===== config.mk =====
export PLATFORM = sky130hd
export DESIGN_NAME = gbs_scan_ctrl
export DESIGN_NICKNAME = d
export VERILOG_FILES = /design/src/design/gbs_pkg.sv /design/src/design/gbs_scan_ctrl.sv
export SDC_FILE = /design/constraint.sdc
export NUM_CORES = 1
export LEC_CHECK = 0
export ABC_AREA = 1
export BUFFER_PORTS_ARGS = -buffer_cell sky130_fd_sc_hd__buf_2
export CAP_MARGIN = 20
export CORE_MARGIN = 1.5
export CORE_UTILIZATION = 30
export CTS_BUF_LIST = sky130_fd_sc_hd__clkbuf_8
export DETAILED_ROUTE_END_ITERATION = 7
export GPL_TIMING_DRIVEN = 0
export HOLD_SLACK_MARGIN = 0.06
export PLACE_DENSITY_LB_ADDON = 0.2
export SLEW_MARGIN = 25
export SYNTH_ARGS = -nofsm -noshare
export SYNTH_HDL_FRONTEND = slang
export SYNTH_SLANG_ARGS = --single-unit

===== constraint.sdc =====
create_clock -name clk -period 14.5 [get_ports clk]
set_input_delay 2.9 -clock clk [delete_from_list [all_inputs] [get_ports clk]]
set_output_delay 2.9 -clock clk [all_outputs]
set_load 0.03 [all_outputs]

===== src/design/gbs_pkg.sv =====
// Shared types, constants and helpers of the glyph box scanner
package gbs_pkg;

  localparam int PIX_W  = 32;
  localparam int ADDR_W = 16;
  localparam int DIM_W  = 9;
  localparam int POS_W  = 8;
  localparam int CNT_W  = 16;

  localparam int DEF_MAX_WIDTH  = 256;
  localparam int DEF_MAX_HEIGHT = 256;
  localparam int DIM_LIMIT      = 256;

  localparam logic [DIM_W-1:0] DIM_RESET  = 9'd256;
  localparam logic [DIM_W-1:0] DIM_MIN    = 9'd2;
  localparam logic [CNT_W-1:0] FIRST_CODE = 16'd32;

  // Command codes of the input word
  typedef enum logic [1:0] {
    CMD_WRITE  = 2'd0,
    CMD_REWIND = 2'd1,
    CMD_FIND   = 2'd2,
    CMD_NONE   = 2'd3
  } cmd_t;

  // Configuration register indexes
  localparam logic REG_WIDTH  = 1'b0;
  localparam logic REG_HEIGHT = 1'b1;

  // Pixel memory access from the scan controller
  typedef struct packed {
    logic              we;
    logic [ADDR_W-1:0] waddr;
    logic [PIX_W-1:0]  wdata;
    logic              re;
    logic [ADDR_W-1:0] raddr;
  } mem_req_t;

  // Limit a sheet dimension to the range 2..hi
  function automatic logic [DIM_W-1:0] clamp_dim(input logic [DIM_W-1:0] v,
                                                 input logic [DIM_W-1:0] hi);
    logic [DIM_W-1:0] r;
    r = v;
    if (v < DIM_MIN) r = DIM_MIN;
    else if (v > hi) r = hi;
    return r;
  endfunction

endpackage


===== src/design/gbs_scan_ctrl.sv =====
// Command sequencer: pixel writes, rewind and the glyph corner scan
module gbs_scan_ctrl (
  input  logic                        clk,
  input  logic                        rst_n,
  input  logic                        in_valid,
  output logic                        in_ready,
  input  logic [1:0]                  in_cmd,
  input  logic [15:0]                 in_pixel_index,
  input  logic [31:0]                 in_pixel_value,
  input  logic [gbs_pkg::DIM_W-1:0]   w_use,
  input  logic [gbs_pkg::DIM_W-1:0]   h_use,
  output gbs_pkg::mem_req_t           mem_req,
  input  logic [gbs_pkg::PIX_W-1:0]   mem_rdata,
  output logic                        out_valid,
  input  logic                        out_ready,
  output logic                        out_found,
  output logic [7:0]                  out_box_x,
  output logic [7:0]                  out_box_y,
  output logic [7:0]                  out_box_width,
  output logic [7:0]                  out_box_height,
  output logic [15:0]                 out_char_code
);
  import gbs_pkg::*;

  typedef enum logic [3:0] {
    S_IDLE, S_BG, S_POS, S_C0, S_C1, S_C2, S_C3,
    S_WSTART, S_WID, S_HSTART, S_HGT, S_EMIT
  } state_t;

  state_t           state_r, state_nxt;
  logic [POS_W-1:0] cur_x_r, cur_x_nxt, cur_y_r, cur_y_nxt;
  logic [CNT_W-1:0] count_r, count_nxt;
  logic             done_r, done_nxt;
  logic [POS_W-1:0] x_r, x_nxt, y_r, y_nxt;
  logic [PIX_W-1:0] bg_r, bg_nxt;
  logic [POS_W-1:0] gw_r, gw_nxt, gh_r, gh_nxt;
  logic             found_r, found_nxt;

  logic             out_valid_r;
  logic             out_found_r;
  logic [POS_W-1:0] out_x_r, out_y_r, out_w_r, out_h_r;
  logic [CNT_W-1:0] out_code_r;
  logic             out_load;

  logic               rd_en;
  logic [DIM_W-1:0]   rd_x, rd_y;
  logic [2*DIM_W-1:0] row_off;
  logic [2*DIM_W:0]   addr_sum;

  logic [DIM_W-1:0] w_m1, h_m1;
  logic [DIM_W-1:0] px9, py9, ny9;
  logic             wrap;
  logic [DIM_W:0]   wcol, hrow;
  logic [CNT_W:0]   code_wide;
  logic [CNT_W-1:0] code;
  logic             pix_is_bg;

  assign w_m1 = w_use - 9'd1;
  assign h_m1 = h_use - 9'd1;
  assign px9  = {1'b0, x_r};
  assign py9  = {1'b0, y_r};
  assign wrap = px9 >= w_m1;
  assign ny9  = wrap ? py9 + 9'd1 : py9;
  assign wcol = {2'b00, x_r} + {2'b00, gw_r} + 10'd1;
  assign hrow = {2'b00, y_r} + {2'b00, gh_r} + 10'd1;
  assign pix_is_bg = (mem_rdata == bg_r);

  // Code of the next glyph, saturated
  assign code_wide = {1'b0, count_r} + {1'b0, FIRST_CODE};
  assign code      = code_wide[CNT_W] ? {CNT_W{1'b1}} : code_wide[CNT_W-1:0];

  assign out_load = (state_r == S_EMIT) && (!out_valid_r || out_ready);

  // Sequence the commands and the scan
  always_comb begin
    state_nxt = state_r;
    cur_x_nxt = cur_x_r;
    cur_y_nxt = cur_y_r;
    count_nxt = count_r;
    done_nxt  = done_r;
    x_nxt     = x_r;
    y_nxt     = y_r;
    bg_nxt    = bg_r;
    gw_nxt    = gw_r;
    gh_nxt    = gh_r;
    found_nxt = found_r;
    in_ready  = 1'b0;
    rd_en     = 1'b0;
    rd_x      = '0;
    rd_y      = '0;
    mem_req.we    = 1'b0;
    mem_req.waddr = in_pixel_index;
    mem_req.wdata = in_pixel_value;

    case (state_r)
      S_IDLE: begin
        in_ready = 1'b1;
        if (in_valid) begin
          case (cmd_t'(in_cmd))
            CMD_WRITE: begin
              mem_req.we = 1'b1;
            end
            CMD_REWIND: begin
              cur_x_nxt = '0;
              cur_y_nxt = '0;
              count_nxt = '0;
              done_nxt  = 1'b0;
            end
            CMD_FIND: begin
              // fetch the background pixel
              rd_en     = 1'b1;
              x_nxt     = cur_x_r;
              y_nxt     = cur_y_r;
              state_nxt = S_BG;
            end
            default: begin
            end
          endcase
        end
      end
      S_BG: begin
        bg_nxt = mem_rdata;
        if (done_r || py9 >= h_m1) begin
          done_nxt  = 1'b1;
          found_nxt = 1'b0;
          state_nxt = S_EMIT;
        end else begin
          state_nxt = S_POS;
        end
      end
      S_POS: begin
        // wrap to the next row at the right edge, stop at the bottom
        if (wrap && ny9 >= h_m1) begin
          done_nxt  = 1'b1;
          found_nxt = 1'b0;
          state_nxt = S_EMIT;
        end else begin
          x_nxt     = wrap ? '0 : x_r;
          y_nxt     = ny9[POS_W-1:0];
          rd_en     = 1'b1;
          rd_x      = wrap ? 9'd1 : px9 + 9'd1;
          rd_y      = ny9 + 9'd1;
          state_nxt = S_C0;
        end
      end
      S_C0: begin
        // lower right must differ from the background
        if (pix_is_bg) begin
          x_nxt     = x_r + 8'd1;
          state_nxt = S_POS;
        end else begin
          rd_en     = 1'b1;
          rd_x      = px9;
          rd_y      = py9;
          state_nxt = S_C1;
        end
      end
      S_C1: begin
        if (!pix_is_bg) begin
          x_nxt     = x_r + 8'd1;
          state_nxt = S_POS;
        end else begin
          rd_en     = 1'b1;
          rd_x      = px9 + 9'd1;
          rd_y      = py9;
          state_nxt = S_C2;
        end
      end
      S_C2: begin
        if (!pix_is_bg) begin
          x_nxt     = x_r + 8'd1;
          state_nxt = S_POS;
        end else begin
          rd_en     = 1'b1;
          rd_x      = px9;
          rd_y      = py9 + 9'd1;
          state_nxt = S_C3;
        end
      end
      S_C3: begin
        if (!pix_is_bg) begin
          x_nxt     = x_r + 8'd1;
          state_nxt = S_POS;
        end else begin
          gw_nxt    = 8'd1;
          state_nxt = S_WSTART;
        end
      end
      S_WSTART: begin
        // measure along the row below the corner
        if (wcol < {1'b0, w_use}) begin
          rd_en     = 1'b1;
          rd_x      = wcol[DIM_W-1:0];
          rd_y      = py9 + 9'd1;
          state_nxt = S_WID;
        end else begin
          gh_nxt    = 8'd1;
          state_nxt = S_HSTART;
        end
      end
      S_WID: begin
        if (!pix_is_bg) begin
          gw_nxt    = gw_r + 8'd1;
          state_nxt = S_WSTART;
        end else begin
          gh_nxt    = 8'd1;
          state_nxt = S_HSTART;
        end
      end
      S_HSTART: begin
        // measure down the column right of the corner
        if (hrow < {1'b0, h_use}) begin
          rd_en     = 1'b1;
          rd_x      = px9 + 9'd1;
          rd_y      = hrow[DIM_W-1:0];
          state_nxt = S_HGT;
        end else begin
          found_nxt = 1'b1;
          state_nxt = S_EMIT;
        end
      end
      S_HGT: begin
        if (!pix_is_bg) begin
          gh_nxt    = gh_r + 8'd1;
          state_nxt = S_HSTART;
        end else begin
          found_nxt = 1'b1;
          state_nxt = S_EMIT;
        end
      end
      S_EMIT: begin
        // hand over the result and advance the cursor
        if (out_load) begin
          if (found_r) begin
            if (count_r != {CNT_W{1'b1}}) count_nxt = count_r + 16'd1;
            cur_x_nxt = x_r + gw_r;
            cur_y_nxt = y_r;
          end
          state_nxt = S_IDLE;
        end
      end
      default: begin
        state_nxt = S_IDLE;
      end
    endcase

    // Raster address of the pixel being read, modulo the store size
    row_off  = {{DIM_W{1'b0}}, rd_y} * {{DIM_W{1'b0}}, w_use};
    addr_sum = {1'b0, row_off} + {{(DIM_W+1){1'b0}}, rd_x};

    mem_req.re    = rd_en;
    mem_req.raddr = addr_sum[ADDR_W-1:0];
  end

  // Hold control state and the output valid flag
  always_ff @(posedge clk) begin
    if (!rst_n) begin
      state_r     <= S_IDLE;
      cur_x_r     <= '0;
      cur_y_r     <= '0;
      count_r     <= '0;
      done_r      <= 1'b0;
      found_r     <= 1'b0;
      out_valid_r <= 1'b0;
    end else begin
      state_r <= state_nxt;
      cur_x_r <= cur_x_nxt;
      cur_y_r <= cur_y_nxt;
      count_r <= count_nxt;
      done_r  <= done_nxt;
      found_r <= found_nxt;
      if (out_load) begin
        out_valid_r <= 1'b1;
      end else if (out_ready) begin
        out_valid_r <= 1'b0;
      end
    end
  end

  // Scan working registers and output payload
  always_ff @(posedge clk) begin
    x_r  <= x_nxt;
    y_r  <= y_nxt;
    bg_r <= bg_nxt;
    gw_r <= gw_nxt;
    gh_r <= gh_nxt;
    if (out_load) begin
      out_found_r <= found_r;
      out_x_r     <= found_r ? x_r  : '0;
      out_y_r     <= found_r ? y_r  : '0;
      out_w_r     <= found_r ? gw_r : '0;
      out_h_r     <= found_r ? gh_r : '0;
      out_code_r  <= code;
    end
  end

  assign out_valid      = out_valid_r;
  assign out_found      = out_found_r;
  assign out_box_x      = out_x_r;
  assign out_box_y      = out_y_r;
  assign out_box_width  = out_w_r;
  assign out_box_height = out_h_r;
  assign out_char_code  = out_code_r;

endmodule


After elaboration in Yosys (flattened, before gate mapping)
Cells that the tools add are included.
{"block": "totals", "latch_bits": 0, "inputBits": 104, "wordCells": 185, "register_bits": 152, "rom_bits": 0, "memories": 0, "ramBits": 0, "output_inout_bits": 117}
{"block": "classes", "n_reduce_logical": 26, "add_sub_neg": 16, "mul": 1, "eq_ne": 34, "n_bitwise": 0, "muxes": 85, "div_mod_pow": 0, "order_cmp": 5, "n_shift": 0}
{"operator": "8-bit 2-to-1 mux", "count": 23}
{"operator": "9-bit one-hot mux with 6 select lines", "count": 2}
{"operator": "9-bit 2-to-1 mux", "count": 10}
{"operator": "16-bit 2-to-1 mux", "count": 5}
{"operator": "8-bit one-hot mux with 2 select lines", "count": 4}
{"operator": "4-bit one-hot mux with 12 select lines", "count": 1}
{"operator": "32-bit equality test", "count": 1}
{"operator": "2-bit inequality test (second input constant)", "count": 16}
{"operator": "16-bit one-hot mux with 2 select lines", "count": 1}
{"operator": "8-bit one-hot mux with 4 select lines", "count": 1}
{"operator": "8-bit by 1-bit adder with 8-bit output (second input constant)", "count": 3}
{"operator": "4-bit 2-to-1 mux", "count": 6}
{"operator": "8-bit one-hot mux with 3 select lines", "count": 1}
{"operator": "1-bit 2-to-1 mux", "count": 23}
{"operator": "9-bit by 1-bit adder with 10-bit output (second input constant)", "count": 2}
{"operator": "10-bit by 9-bit less-than comparator with 1-bit output", "count": 2}
{"operator": "8-bit by 1-bit adder with 9-bit output (second input constant)", "count": 2}
{"operator": "8-bit by 8-bit adder with 9-bit output", "count": 2}
{"operator": "8-bit by 9-bit >= comparator with 1-bit output", "count": 2}
{"operator": "9-bit by 1-bit subtractor with 9-bit output (second input constant)", "count": 2}
{"operator": "16-bit by 6-bit adder with 17-bit output (second input constant)", "count": 1}
{"operator": "16-bit by 1-bit adder with 16-bit output (second input constant)", "count": 1}
{"operator": "16-bit by 9-bit adder with 16-bit output", "count": 1}
{"operator": "4-bit by 3-bit equality test with 1-bit output (second input constant)", "count": 4}
{"operator": "other kinds (31)", "count": 51}

Longest topological paths before layout
Gate-level depths: netlist of the first run.
{"block": "depth", "depth_word": 9, "mapped_depth": 59, "ltp_nobuf": 56}

Least setup slack after synthesis of the first run
OpenSTA, ideal clock, no wires.
{"block": "synth_timing", "kind": "input-to-output", "startpoint": "input port w_use[0] (netlist name)", "endpoint": "output port mem_req[15] (netlist name)", "required_time_ps": 11600, "n_path_buf": 3, "slack_ps": 585, "arrival_ps": 11015, "cell_stages": 55, "path_cell_list": "clkbuf_1 > inv_1 > ha_1 > a31oi_1 > a31oi_1 > ha_1 > nand2_1 > inv_1 > nand2_1 > nand2_1 > nand2_1 > nand2_1 > nand2_1 > nand2_1 > nand2_2 > buf_6 > nand2_1 > nand2_2 > [19 not listed] > fa_1 > inv_1 > ha_1 > nand2_1 > o21a_1 > nand2_1 > nand2_1 > nand2_1 > a21oi_1 > o311ai_0 > inv_1 > nand3_1 > nand2_2 > inv_1 > nand2_1 > nand2_1 > nand2_1 > nand2_1"}
{"element": "start: declaration", "line": "gbs_scan_ctrl.sv:10", "rtl": "input logic [gbs_pkg::DIM_W-1:0] w_use,"}
{"element": "end: declaration", "line": "gbs_scan_ctrl.sv:12", "rtl": "output gbs_pkg::mem_req_t mem_req,"}

==> flow_summary.toml, run 1 <==
[global_routing]
first_global_vias = 10129
grt-ovfl-total = 0
grt_antenna_before_repair = 0
grt_first_pass_wirelength_mm = 53.97
largest_net_degree_at_the_start_of_global_routing = 28
grt_util_all_layers_pct = 15.60

[drt]
routed_via_density = 4.575
drt-wirelength-per-cell_um = 14.78
drcViolationCount = 0
detail-route-antenna-nets = 0
drtPass1Iterations = 6
route.final.wire_length_mm = 33.89
routed-via-count = 10491
detailedRoute.firstIterationViolations = 576

[power]
netSwitchingPower_mw = 1.201
vdd.ir_drop.worst_mv = 0.1419
combinationalPowerShare_pct = 62.4
share_of_total_power_in_the_clock_network_pct = 11.9
fin_total_pwr_mw = 2.403
share_seq_of_total_power_pct = 25.7
power_leakage_nw = 7.157
power_density_nw_per_um2 = 159.2
netSwitchingFraction_pct = 50.00
intPower_mw = 1.201

[yosys]
synth-edff-count = 113
synth_cell_types = 58
synth_sequential_area_ratio_pct = 32.72
ys.warnings.count = 0
synthFlopType = "edfxtp_1"
synth_top_cell_area_share_pct = 26.60
ys_top_cells_by_count = "nand2_1 (299), inv_1 (259), nor2_1 (134)"
netlist.top_cell.by_area = "edfxtp_1"
asyncSetResetFlopFracSynth_pct = 0
syn_inst = 1540
synth.ff_latch_count = 152
yosysMostFrequentCell = "nand2_1"
post_synthesis_cell_area_sq_um = 12760
netlist_top_cells_area = "edfxtp_1 (27%), ha_1 (11%), fa_1 (8.9%), nand2_1 (8.8%), inv_1 (7.6%)"
syn_nets = 1812
synthesis.area_per_instance_sq_um = 8.284

[placed_design]
placed_cell_area_sq_um = 14360
place_hpwl_mm = 27.90
port-buffer-count = 165
placed_cells_incl_taps = 2248
routabilityCongestion = 0.8883

[finish]
share_of_cells_above_drive_strength_1_pct = 20.58
synthToLayoutAreaGrowth_pct = 18.27
final.fill_count = 4435
antenna-diode-count = 0
final_design_area_excluding_fillers_sq_um = 15090
final_nets = 2013
layout.cells.non_filler = 2293

[timing]
min_period_over_period_pct = 95.73
timing.final.hold_violations = 0
maxClockFrequency_mhz = 72.04
post-route-min-period_ns = 13.88
final-setup-viol-count = 0
timing_max_transition_violations_final = 0
slew_headroom_pct = 31.40
finClkSkew_ns = 0.01091
worstMarginPinSlew_ns = 1.021

[worst_setup_path]
timing_worst_setup_path_type = "primary input to output port"
crit-reg2reg-capture = "found_r"
reg2reg_slack_ns = 9.72
startpoint_type = "primary input"
crit_required_ns = 11.60
worst-r2r-cell-count = 20
worst_path_largest_cell_delay_ns = 0.54
worstPathMaxFanout = 10
worst_r2r_startpoint = "y_r[0]"
timing.critical_path.slowest_stage_cell = "fa_1"
critPathArrivalTime_ns = 10.98
critical_path.endpoint_type = "output port"
critPathMostFrequentCell = "nand2_2"

[floorplanning]
floorplan.die_area_sq_um = 43770
initial_utilization_pct = 30.41
die-width_um = 209.2
dieHeight_um = 209.2
num_io_pins = 221
placeableCoreArea_sq_um = 41950
core.rowCount = 75

[cts]
clkSlewWorstSetupHoldPaths_ns = 0.08
cts_max_path_buffers = 2
tritoncts = "built"
cts_sinks = 152
clock_insertion_delay_worst_skew_ns = 0.46
cts_buffers = 17
cts_max_level = 4
ctsRootBufferMaster = "clkbuf_8"

[min_path]
holdPathEnd = "out_found"
hold_path.startpoint = "found_r"
min_delay_path_depth = 0
timing.hold.worst.class = "flip-flop to flip-flop"

[job]
cap_violations = 0

[status]
run_status = "finished clean"
## flip-flops by register name, indices dropped and copies added, names as in the netlist
name            count
bg_r               32
count_r            16
out_char_code      16
cur_x_r             8
cur_y_r             8
gh_r                8
gw_r                8
out_box_height      8
out_box_width       8
out_box_x           8
out_box_y           8
x_r                 8
y_r                 8
state_r             4
done_r              1
found_r             1
out_found           1
out_valid           1
## routing by layer
metal	vias to the layer above	global-route usage [%]	part of all wire, %	routed length [um]
li1	5355	-	-	-
met1	4844	21.62	49	16590
met2	261	25.85	46	15540
met3	31	2.239	3.9	1311
met4	0	3.148	1.3	445
met5	-	0	0	0
## cells in the final DEF (no fill, tap or decap), drive strengths merged, types with 59 or more instances in the layout
cell      n
a21oi    86
ha      111
edfxtp  113
inv     265
o21ai    60
xor2     59
nand2   323
nand3    65
nor2    140
buf     240
## area by class of cell
class	instances	area, sq um	area share, %
multi-input cells	1045	7327	48.56
flip-flops and latches	152	4174	27.66
inverters	266	1030	6.825
repair buffers	182	1010	6.692
well taps	539	674.4	4.470
plain buffers	77	539.3	3.574
clock buffers	17	234.0	1.551
clock inverters	15	100.1	0.6634
## stage by stage
step / util (%) / worst slack (ns) / setup TNS (ns) / hold slack [ns]
floorplan: - / 0.5850 / 0 / 0.4064
global placement: 33.99 / -1.061 / -2.605 / 0.4153
detailed placement: 34.23 / -0.9937 / -2.356 / 0.4175
CTS: 35.16 / 0.03237 / 0 / 0.4371
global route: 35.97 / -0.03492 / -0.03492 / 0.4456
finish: 35.97 / 0.6192 / 0 / 0.4336
## power by group through the flow
| stage | clock (mW) | sequential [mW] | combinational [mW] |
|---|---|---|---|
| after floorplan | 0 | 0.598 | 1.05 |
| after global placement | 0 | 0.630 | 1.41 |
| after detailed placement | 0 | 0.627 | 1.43 |
| after CTS | 0.297 | 0.617 | 1.45 |
| after global routing | 0.314 | 0.625 | 1.70 |
| final | 0.285 | 0.618 | 1.50 |
## worst max path at each step
stage	start	to	slack [ns]	cells after the start
final	w_use[1]	mem_req[15]	0.62	52
after global routing	w_use[1]	mem_req[15]	-0.03	52
after CTS	w_use[0]	mem_req[15]	0.03	52
after detailed placement	w_use[0]	mem_req[15]	-0.99	54
after global placement	w_use[0]	mem_req[15]	-1.06	54
after floorplan	w_use[0]	mem_req[15]	0.59	55
## cell families after synthesis
family	share of synthesized area (%)
AO/OA/AOI/OAI	9.131
XOR/XNOR	5.640
adder cells (fa/ha/maj)	19.83
buffers and inverters	12.00
flip-flops	32.72
AND/OR/NAND/NOR	20.67
## worst max-delay path: cells and delay by family
family                     cells  cell delay (ns)
adders and majority gates      9             3.57
AOI/OAI and AO/OA              9             1.47
and+or+nand+nor               22             1.93
buffers and inverters         11             0.93
xor gates and xnor gates       1             0.16
## timing repair
item                                    4_1_cts  5_1_grt
endpoints found under the setup margin        6        5
buffers inserted                              1       12
hold buffers                                  0        0
resized for setup                            15       53
pin swaps                                     3       18
Power figures use the tool's default switching activity.
==> run 2: changes to the inputs <==
--- a/config.mk
+++ b/config.mk
@@ -8,7 +8,8 @@
 export ABC_AREA = 1
 export BUFFER_PORTS_ARGS = -buffer_cell sky130_fd_sc_hd__buf_2
 export CAP_MARGIN = 20
-export CORE_MARGIN = 1.5
+export CELL_PAD_IN_SITES_DETAIL_PLACEMENT = 1
+export CELL_PAD_IN_SITES_GLOBAL_PLACEMENT = 1
 export CORE_UTILIZATION = 30
 export CTS_BUF_LIST = sky130_fd_sc_hd__clkbuf_8
 export DETAILED_ROUTE_END_ITERATION = 7
==> constraint.sdc (replaced) <==
create_clock -name clk -period 14.25 [get_ports clk]
set_input_delay 2.85 -clock clk [delete_from_list [all_inputs] [get_ports clk]]
set_output_delay 2.85 -clock clk [all_outputs]
set_load 0.03 [all_outputs]
==> run 2 against run 1 <==
Net effect:
- hold slack better by 0.0075 ns
- global-route usage is 2.1 points higher
- final area is 1.7% higher
- core utilization is 0.61 points higher
- register-to-register slack worse by 0.02 ns
- wire length is 12% higher
- clock skew is 0.0052 ns higher
- highest routed layer unchanged
==> flow_summary.toml, run 2 (synthesis results as in run 1) <==
[finish]
synthToLayoutAreaGrowth_pct = 20.27
final_nets = 2027
antenna-diode-count = 0
final_design_area_excluding_fillers_sq_um = 15340
final.fill_count = 5053
layout_commonest_cell = "nand2_1"
layout.cells.non_filler = 2307
share_of_cells_above_drive_strength_1_pct = 21.95
largest_reg_flops = 32
utilization_pct = 36.58
final_cell_mix = "nand2_1 (291), inv_1 (255), buf_2 (164), nor2_1 (129), edfxtp_1 (113)"
max_flop_register = "bg_r"

[worst_setup_path]
worst_path_largest_cell_delay_ns = 0.53
worstPathMaxFanout = 8
reg2reg_slack_ns = 9.70
critPathArrivalTime_ns = 10.93
crit-reg2reg-capture = "found_r"
critPathMostFrequentCell = "nand2_1"
crit_required_ns = 11.40
timing_worst_setup_path_type = "primary input to output port"
worst_r2r_startpoint = "y_r[0]"
timing.critical_path.slowest_stage_cell = "fa_1"
startpoint_type = "primary input"
critical_path.endpoint_type = "output port"
worst-r2r-cell-count = 20

[min_path]
hold_path.startpoint = "count_r[14]"
holdPathEnd = "count_r[14]"
timing.hold.worst.class = "flip-flop to flip-flop"
min_delay_path_depth = 1

[cts]
ctsRootBufferMaster = "clkbuf_8"
tritoncts = "built"
holdBufCountCts = 0
cts_max_level = 4
cts_sinks = 152
cts_max_path_buffers = 2
cts_buffers = 17
clkSlewWorstSetupHoldPaths_ns = 0.09
clock_insertion_delay_worst_skew_ns = 0.47

[power]
fin_total_pwr_mw = 2.558
power_leakage_nw = 7.236
vdd.ir_drop.worst_mv = 0.1168
share_seq_of_total_power_pct = 24.7
intPower_mw = 1.274
combinationalPowerShare_pct = 62.3
netSwitchingFraction_pct = 50.19
power_density_nw_per_um2 = 166.7
share_of_total_power_in_the_clock_network_pct = 13.1
netSwitchingPower_mw = 1.284

[floorplanning]
die-width_um = 208.2
placeableCoreArea_sq_um = 41950
core.rowCount = 75
dieHeight_um = 208.2
initial_utilization_pct = 30.41
floorplan.die_area_sq_um = 43350
num_io_pins = 221

[status]
run_status = "finished clean"

[placed_design]
routabilityCongestion = 0.8620
port-buffer-count = 165
place_hpwl_mm = 30.96
placed_cells_incl_taps = 2248
placed_cell_area_sq_um = 14360

[timing]
finClkSkew_ns = 0.01608
final-setup-viol-count = 0
maxClockFrequency_mhz = 72.58
slew_headroom_pct = 36.10
min_period_over_period_pct = 96.68
hold_slack_ns = 0.4411
worstMarginPinSlew_ns = 0.9485
post-route-min-period_ns = 13.78
timing_max_transition_violations_final = 0
timing.final.hold_violations = 0

[drt]
routed_via_density = 4.755
drtPass1Iterations = 5
detail-route-antenna-nets = 0
detailedRoute.firstIterationViolations = 483
routed-via-count = 10969
drt-wirelength-per-cell_um = 16.49
route.final.wire_length_mm = 38.04
drcViolationCount = 0

[job]
cap_violations = 0

[global_routing]
grt_antenna_before_repair = 0
grt_first_pass_wirelength_mm = 60.67
largest_net_degree_at_the_start_of_global_routing = 27
grt-ovfl-total = 0
grt_util_all_layers_pct = 17.66
first_global_vias = 11327
run 2: cell count changes in the layout (fill, tap and decap cells not counted), sizes merged:
cell	before	now
buf	240	254
bufinv	1	2
clkinv	13	7
clkinvlp	2	7
run 2: cell type report:
cell class | count | area [sq um] | share of cell area [%]
Inverter | 266 | 1030 | 6.711
Clock inverter | 15 | 155.1 | 1.011
Clock buffer | 17 | 234.0 | 1.525
Sequential cell | 152 | 4174 | 27.20
Timing Repair Buffer | 196 | 1125 | 7.331
Tap cell | 539 | 674.4 | 4.395
Multi-Input combinational cell | 1045 | 7397 | 48.21
Buffer | 77 | 554.3 | 3.612
run 2: power groups by stage:
stage | combinational, mW | clock [mW] | sequential, mW
after floorplan | 1.07 | 0 | 0.609
after global placement | 1.45 | 0 | 0.645
after detailed placement | 1.49 | 0 | 0.642
after CTS | 1.53 | 0.347 | 0.632
after global routing | 1.79 | 0.363 | 0.638
final | 1.59 | 0.334 | 0.631
run 2: timing repair:
item,4_1_cts,5_1_grt
endpoints found under the setup margin,8,4
setup buffers,6,21
resized for setup,28,53
pin swaps,6,29
run 2: stage by stage:
stage                      TNS, ns  setup WS [ns]
final                            0         0.4727
after global routing      -0.01121       -0.01121
after CTS                        0        0.02962
after detailed placement    -4.900         -1.398
after global placement      -4.811         -1.356
after floorplan                  0         0.4350
run 2: how the worst max path moves through the flow:
stage,startpoint,slack [ns],end,cells past startpoint
2_1_floorplan,w_use[0],0.44,mem_req[15],55
3_3_place_gp,w_use[0],-1.36,mem_req[15],54
3_5_place_dp,w_use[0],-1.40,mem_req[15],54
4_1_cts,w_use[1],0.03,mem_req[15],50
5_1_grt,w_use[0],-0.01,mem_req[15],58
6_report,w_use[0],0.47,mem_req[15],58
run 2: routing by layer:
metal  global-route usage, %  part of all wire (%)  vias to the layer above
met4                   4.547                   1.8                        0
met5                       0                     0                        -
li1                        -                     -                     5377
met2                   30.51                    49                      217
met1                   23.54                    47                     5334
met3                   1.706                   2.8                       41
run 2: worst max-delay path: cells and delay by family:
kind	cells	cell delay, ns
buf+inv	14	1.10
compound gates	9	1.35
fa+ha+maj	9	3.46
simple gates	26	2.09
